`src/design/qmeu_pkg.sv`:
```
package qmeu_pkg;

  typedef enum logic [4:0] {
    OP_ADD        = 5'd0,
    OP_SUB        = 5'd1,
    OP_MUL        = 5'd2,
    OP_DIV        = 5'd3,
    OP_MOD        = 5'd4,
    OP_POP_REG    = 5'd5,
    OP_PUSH_REG   = 5'd6,
    OP_PRINT_Q    = 5'd7,
    OP_PRINT_REG  = 5'd8,
    OP_CHAR_Q     = 5'd9,
    OP_CHAR_REG   = 5'd10,
    OP_JUMP       = 5'd11,
    OP_JZ         = 5'd12,
    OP_JEQ        = 5'd13,
    OP_JGT        = 5'd14,
    OP_PUSH_CONST = 5'd15,
    OP_QUIT       = 5'd16,
    OP_NOP        = 5'd17
  } op_t;

  localparam int REG_COUNT = 26;
  localparam logic [15:0] BYTE_MASK = 16'd255;

  typedef struct packed {
    logic [4:0]  operation;
    logic [4:0]  first_register;
    logic [4:0]  second_register;
    logic [15:0] immediate_value;
  } in_word_t;

  typedef struct packed {
    logic        print_valid;
    logic        print_as_char;
    logic [15:0] print_value;
    logic        branch_taken;
    logic        halt;
    logic        queue_error;
  } out_word_t;

  // Classified instruction passed from the front end to the back end.
  typedef struct packed {
    logic [1:0]  pops;
    logic        push;
    logic        arith;
    logic [4:0]  operation;
    logic [4:0]  dest_reg;
    logic        dest_ok;
    logic [15:0] reg_a;
    logic [15:0] push_value;
    logic        branch_taken;
    logic        halt;
  } cmd_t;

  typedef enum logic [2:0] {
    ST_IDLE,
    ST_POP1,
    ST_POP2,
    ST_DIV,
    ST_PUSH,
    ST_DONE
  } state_t;

endpackage

```
`src/design/qmeu_front.sv`:
```
module qmeu_front (
  input  logic              clk,
  input  logic              rst_n,
  input  logic              in_valid,
  output logic              in_stall,
  input  qmeu_pkg::in_word_t in_word,
  input  logic              wb_en,
  input  logic [4:0]        wb_reg,
  input  logic [15:0]       wb_value,
  output logic              cmd_valid,
  input  logic              cmd_take,
  output qmeu_pkg::cmd_t    cmd
);
  import qmeu_pkg::*;

  logic [15:0] regs_r [REG_COUNT];
  logic [15:0] ra, rb;
  logic        full_r, full_nxt;
  logic        busy_r, busy_nxt;
  cmd_t        cmd_r, cmd_nxt;
  logic        acc;

  // One instruction is in flight at a time, since a later one may read
  // a register that this one writes.
  assign in_stall  = full_r | busy_r;
  assign acc       = in_valid & ~in_stall;
  assign cmd_valid = full_r;
  assign cmd       = cmd_r;

  assign ra = (in_word.first_register < 5'(REG_COUNT)) ?
              regs_r[in_word.first_register] : 16'd0;
  assign rb = (in_word.second_register < 5'(REG_COUNT)) ?
              regs_r[in_word.second_register] : 16'd0;

  always_comb begin
    cmd_nxt = '0;
    cmd_nxt.operation = in_word.operation;
    cmd_nxt.dest_reg  = in_word.first_register;
    cmd_nxt.dest_ok   = in_word.first_register < 5'(REG_COUNT);
    cmd_nxt.reg_a     = ra;
    case (in_word.operation)
      OP_ADD, OP_SUB, OP_MUL, OP_DIV, OP_MOD: begin
        cmd_nxt.pops  = 2'd2;
        cmd_nxt.push  = 1'b1;
        cmd_nxt.arith = 1'b1;
      end
      OP_POP_REG, OP_PRINT_Q, OP_CHAR_Q: cmd_nxt.pops = 2'd1;
      OP_PUSH_REG: begin
        cmd_nxt.push       = 1'b1;
        cmd_nxt.push_value = ra;
      end
      OP_PUSH_CONST: begin
        cmd_nxt.push       = 1'b1;
        cmd_nxt.push_value = in_word.immediate_value;
      end
      OP_JUMP: cmd_nxt.branch_taken = 1'b1;
      OP_JZ:   cmd_nxt.branch_taken = (ra == 16'd0);
      OP_JEQ:  cmd_nxt.branch_taken = (ra == rb);
      OP_JGT:  cmd_nxt.branch_taken = (ra > rb);
      OP_QUIT: cmd_nxt.halt = 1'b1;
      default: ;
    endcase
  end

  always_comb begin
    full_nxt = full_r;
    busy_nxt = busy_r;
    if (cmd_take) begin
      full_nxt = 1'b0;
    end
    if (acc) begin
      full_nxt = 1'b1;
      busy_nxt = 1'b1;
    end else if (wb_en) begin
      busy_nxt = 1'b0;
    end
  end

  always_ff @(posedge clk) begin
    if (!rst_n) begin
      full_r <= 1'b0;
      busy_r <= 1'b0;
      for (int i = 0; i < REG_COUNT; i++) regs_r[i] <= '0;
    end else begin
      full_r <= full_nxt;
      busy_r <= busy_nxt;
      if (wb_en && wb_reg < 5'(REG_COUNT)) begin
        regs_r[wb_reg] <= wb_value;
      end
    end
  end

  always_ff @(posedge clk) begin
    if (acc) begin
      cmd_r <= cmd_nxt;
    end
  end

endmodule

```
`config.mk`:
```
export PLATFORM = sky130hd
export DESIGN_NAME = qmeu_front
export DESIGN_NICKNAME = d
export VERILOG_FILES = /design/src/design/qmeu_pkg.sv /design/src/design/qmeu_front.sv
export SDC_FILE = /design/constraint.sdc
export NUM_CORES = 1
export LEC_CHECK = 0
export BUFFER_PORTS_ARGS = -buffer_cell sky130_fd_sc_hd__buf_4
export CAP_MARGIN = 10
export CORE_MARGIN = 3
export CORE_UTILIZATION = 56
export DETAILED_ROUTE_END_ITERATION = 8
export GPL_TIMING_DRIVEN = 0
export PLACE_DENSITY = 0.73
export SETUP_SLACK_MARGIN = 0.15
export SLEW_MARGIN = 20
export SYNTH_ARGS = -nofsm -noshare
export SYNTH_HDL_FRONTEND = slang
export SYNTH_SLANG_ARGS = --single-unit
```
`constraint.sdc`:
```
create_clock -name clk -period 3.35 [get_ports clk]
set_input_delay 0 -clock clk [delete_from_list [all_inputs] [get_ports clk]]
set_output_delay 0 -clock clk [all_outputs]
set_load 0.01 [all_outputs]
```
==> summary.md <==
| Metric | Value |
|---|---|
| Outcome | completed |
| Starting Density | 0.573 |
| Wire length per cell | 32.9 um |
| R2r endpoint | cmd[1]$_DFFE_PP_ |
| Max Root-Sink Buffers | 3 |
| Post-synth cell types | 66 |
| Crit path capture type | flip-flop |
| Worst Hold Class | in -> reg |
| Pwr/cell area | 485 nW/um^2 |
| Filler cells | 3122 |
| Worst Path Class, Setup | in -> reg |
| Post-synthesis mux area share | 0.197 |
| Worst-case clock skew | 0.0196 ns |
| Post-synth top area share | 0.560 |
| Die area | 47100 sq um |
| Max capacitance violation total | 0 |
| Leak | 10.6 nW |
| Fin Hold WS | 0.107 ns |
| Simple-gate share of the synthesized area | 0.139 |
| Crit path cell chain | buf_4 > buf_2 > buf_4 > buf_4 > clkbuf_2 > nand2_1 > a31oi_1 > a31oi_1 > o21ai_1 > ha_1 > a21o_1 > a21oi_1 > a21oi_1 > o211a_1 > nand3_1 > nand3_1 |
| Synth Warn # | 0 |
| Die H | 217 um |
| Max VDD drop | 0.405 mV |
| Slew Limit Fails | 0 |
| Compound-Gate Fraction of Synth Area | 0.0660 |
| DRC | 0 |
| Mapped Cells | 1758 |
| Setup TNS | 0 ns |
| CTS sink count | 467 |
| Num CTS Buffers | 50 |
| Most used cell, CP | buf_4 |
| Pin count of the biggest net entering global routing | 33 |
| Min-delay src | wb_reg[0] |
| Final core utilization | 0.674 |
| Hold Vio Cnt, Final | 0 |
| Worst skew pair latency | 0.61 ns |
| Initial drt markers | 2737 |
| Drt first pass iters | 8 |
| Clock period minus worst slack | 3.22 ns |
| Vias in the first global route | 18000 |
| Htree depth | 2 |
| Syn Nets | 1830 |
| Worst Hold End | regs_r[11][3]$_SDFFCE_PN0P_ |
| IO Port Bufs | 103 |
| R2R depth | 10 |
| Period utilization | 0.960 |
| Share of layout cells above drive strength 1 | 0.260 |
| Seq/Total Area, Yosys | 0.561 |
| HPWL Detailed | 61200 um |
| Root buf cell | clkbuf_16 |
| CP startpoint | in_word[24] |
| Area Growth Syn to Fin | 17.7% |
| Primary FF master, synth | edfxtp_1 |
| Synth Area in Adders | 0.00793 |
| Syn avg cell area | 14.2 sq um |
| RR Startpoint | regs_r[0][15]$_SDFFCE_PN0P_ |
| R2R Setup Slk | 0.18 ns |
| RSZ-0062 raised after global routing | no |
| Die W | 217 um |
| Slew margin rel. | 0.252 |
| Post-synthesis xor/xnor area fraction | 0 |
| Placer Congestion | 0.988 |
| First-pass GRT wire length | 123000 um |
| Data required time of the worst path | 3.70 ns |
| Max frequency | 0.311 GHz |
| Combinational family with the most area after synthesis | multiplexers |
| Antenna viol nets, final | 0 |
| Initial antenna violation count | 2 |
| Crit start category | input pin |
| Final #Nets | 2061 |
| Post-synth EDFFs | 465 |
| GRT Util Overall | 0.366 |
| Avg Vias per Cell | 6.90 |
| Seq cells post-synth | 467 |
| CP max FO | 10 |
| Final WS setup | 0.133 ns |
| Pre-CTS setup slack | -1.63 ns |
| CTS tree | built |
| Netlist Area Pre-Place | 24900 sq um |
| Gr ovfl total | 0 |
| Arr. time, crit path | 3.56 ns |
| Hold Crit Depth | 3 |
| DR vias | 18000 |
| Cell taking the most area after synthesis | edfxtp_1 |
| Setup Viol. Count Final | 0 |
| FFs w/ async S/R, synth | 0 |
| Core ar. | 43600 sq um |
| Clock transition at path regs | 0.06 ns |
| Slowest cell on crit path | o21ai_1 |
| # IOs | 108 |
| # rows | 76 |
| WL final | 86000 um |
| Max incr delay on CP | 0.48 ns |
| Synth area leaders | edfxtp_1 (56%), mux4_2 (15%), and2_1 (9.2%) |
| Worst Tran Pin Value | 1.12 ns |
[sequential cells by signal, summed over array words and instances (netlist names)]
register / count
busy_r: 1
cmd: 49
cmd_valid: 1
regs_r: 416
[cell families after synthesis]
logic type / count (synthesis)
buffers and inverters: 167
adder cells (fa/ha/maj): 16
flip-flops: 467
multiplexers: 282
AO/OA/AOI/OAI: 234
AND/OR/NAND/NOR: 592
[critical path: cells and delay by family]
family / cells / cell delay [ns]
buffers and inverters: 5 / 1.36
adders and majority gates: 1 / 0.35
AOI/OAI and AO/OA: 7 / 1.56
and+or+nand+nor: 3 / 0.27
[worst max-delay path by stage]
stage / to / slack [ns]
after floorplan: cmd[1]$_DFFE_PP_ / 0.13
after global placement: cmd[1]$_DFFE_PP_ / -1.59
after detailed placement: cmd[1]$_DFFE_PP_ / -1.63
after CTS: cmd[1]$_DFFE_PP_ / 0.16
after global routing: cmd[1]$_DFFE_PP_ / 0.11
final: cmd[1]$_DFFE_PP_ / 0.13
[power by group]
| part | switching, mW | leakage (nW) | internal (mW) |
|---|---|---|---|
| clock network | 2.35 | 0.720 | 2.83 |
| registers | 0.169 | 4.45 | 6.77 |
| logic | 1.24 | 5.44 | 0.878 |
[through the flow]
stage	std cells	instance area [sq um]	total power [mW]
2_1_floorplan	1758	25000	8.09
3_3_place_gp	2446	26500	8.85
3_5_place_dp	2465	26900	8.95
4_1_cts	2607	29100	14.1
5_1_grt	2613	29400	14.5
6_report	2614	29400	14.2
[layout by cell type (no fill, tap or decap), types with 16 or more instances in the layout]
| master | n |
|---|---|
| o21ai_2 | 19 |
| edfxtp_1 | 465 |
| nor2_1 | 41 |
| and2_1 | 368 |
| nand3_1 | 18 |
| a22o_1 | 28 |
| buf_6 | 25 |
| clkbuf_16 | 51 |
| and3_1 | 52 |
| dlygate4sd3_1 | 50 |
| mux4_2 | 162 |
| clkbuf_1 | 99 |
| clkbuf_2 | 16 |
| mux2_2 | 34 |
| buf_4 | 136 |
| a21oi_1 | 28 |
| o21ai_0 | 21 |
| mux2i_1 | 77 |
| nor2b_1 | 16 |
| a221o_1 | 16 |
| nand2_1 | 46 |
[synthesized netlist by cell type (16+ instances only)]
cell and instances:
nor2b_1 17, and3_1 53, nand2_1 46, and2_1 368, mux2_2 34, a21oi_1 32, a22o_1 28, mux2i_1 77
nor2_1 44, clkbuf_1 101, o21ai_0 52, mux4_2 162, edfxtp_1 465, buf_2 24, nand3_1 18, a221o_1 16
[area by class of cell]
class                   count  area, sq um  share of cell area
flip-flops and latches    467        14000               0.477
multi-input cells        1124        10600               0.362
repair buffers            180         1610              0.0548
clock buffers              69         1360              0.0464
plain buffers             152          852              0.0290
well taps                 585          732              0.0249
clock inverters            22          104             0.00354
inverters                  14         52.6             0.00179
diodes                      1         2.50           0.0000852
[routing by layer]
| layer | part of all wire | global-route usage | vias to the layer above |
|---|---|---|---|
| met2 | 0.46 | 0.573 | 1459 |
| met4 | 0.067 | 0.186 | 0 |
| met3 | 0.13 | 0.0846 | 297 |
| met5 | 0 | 0 | - |
| met1 | 0.35 | 0.484 | 9003 |
| li1 | - | - | 7288 |
[what timing repair did]
action / in CTS / in global routing
gates cloned: 0 / 0
setup endpoints to repair: 1 / 1
endpoints found under the hold margin: 147 / 0
gates resized for setup: 79 / 50
hold buffers: 50 / 0
pin swaps: 3 / 11
setup buffers: 2 / 6
(Power assumes the default switching activity.)
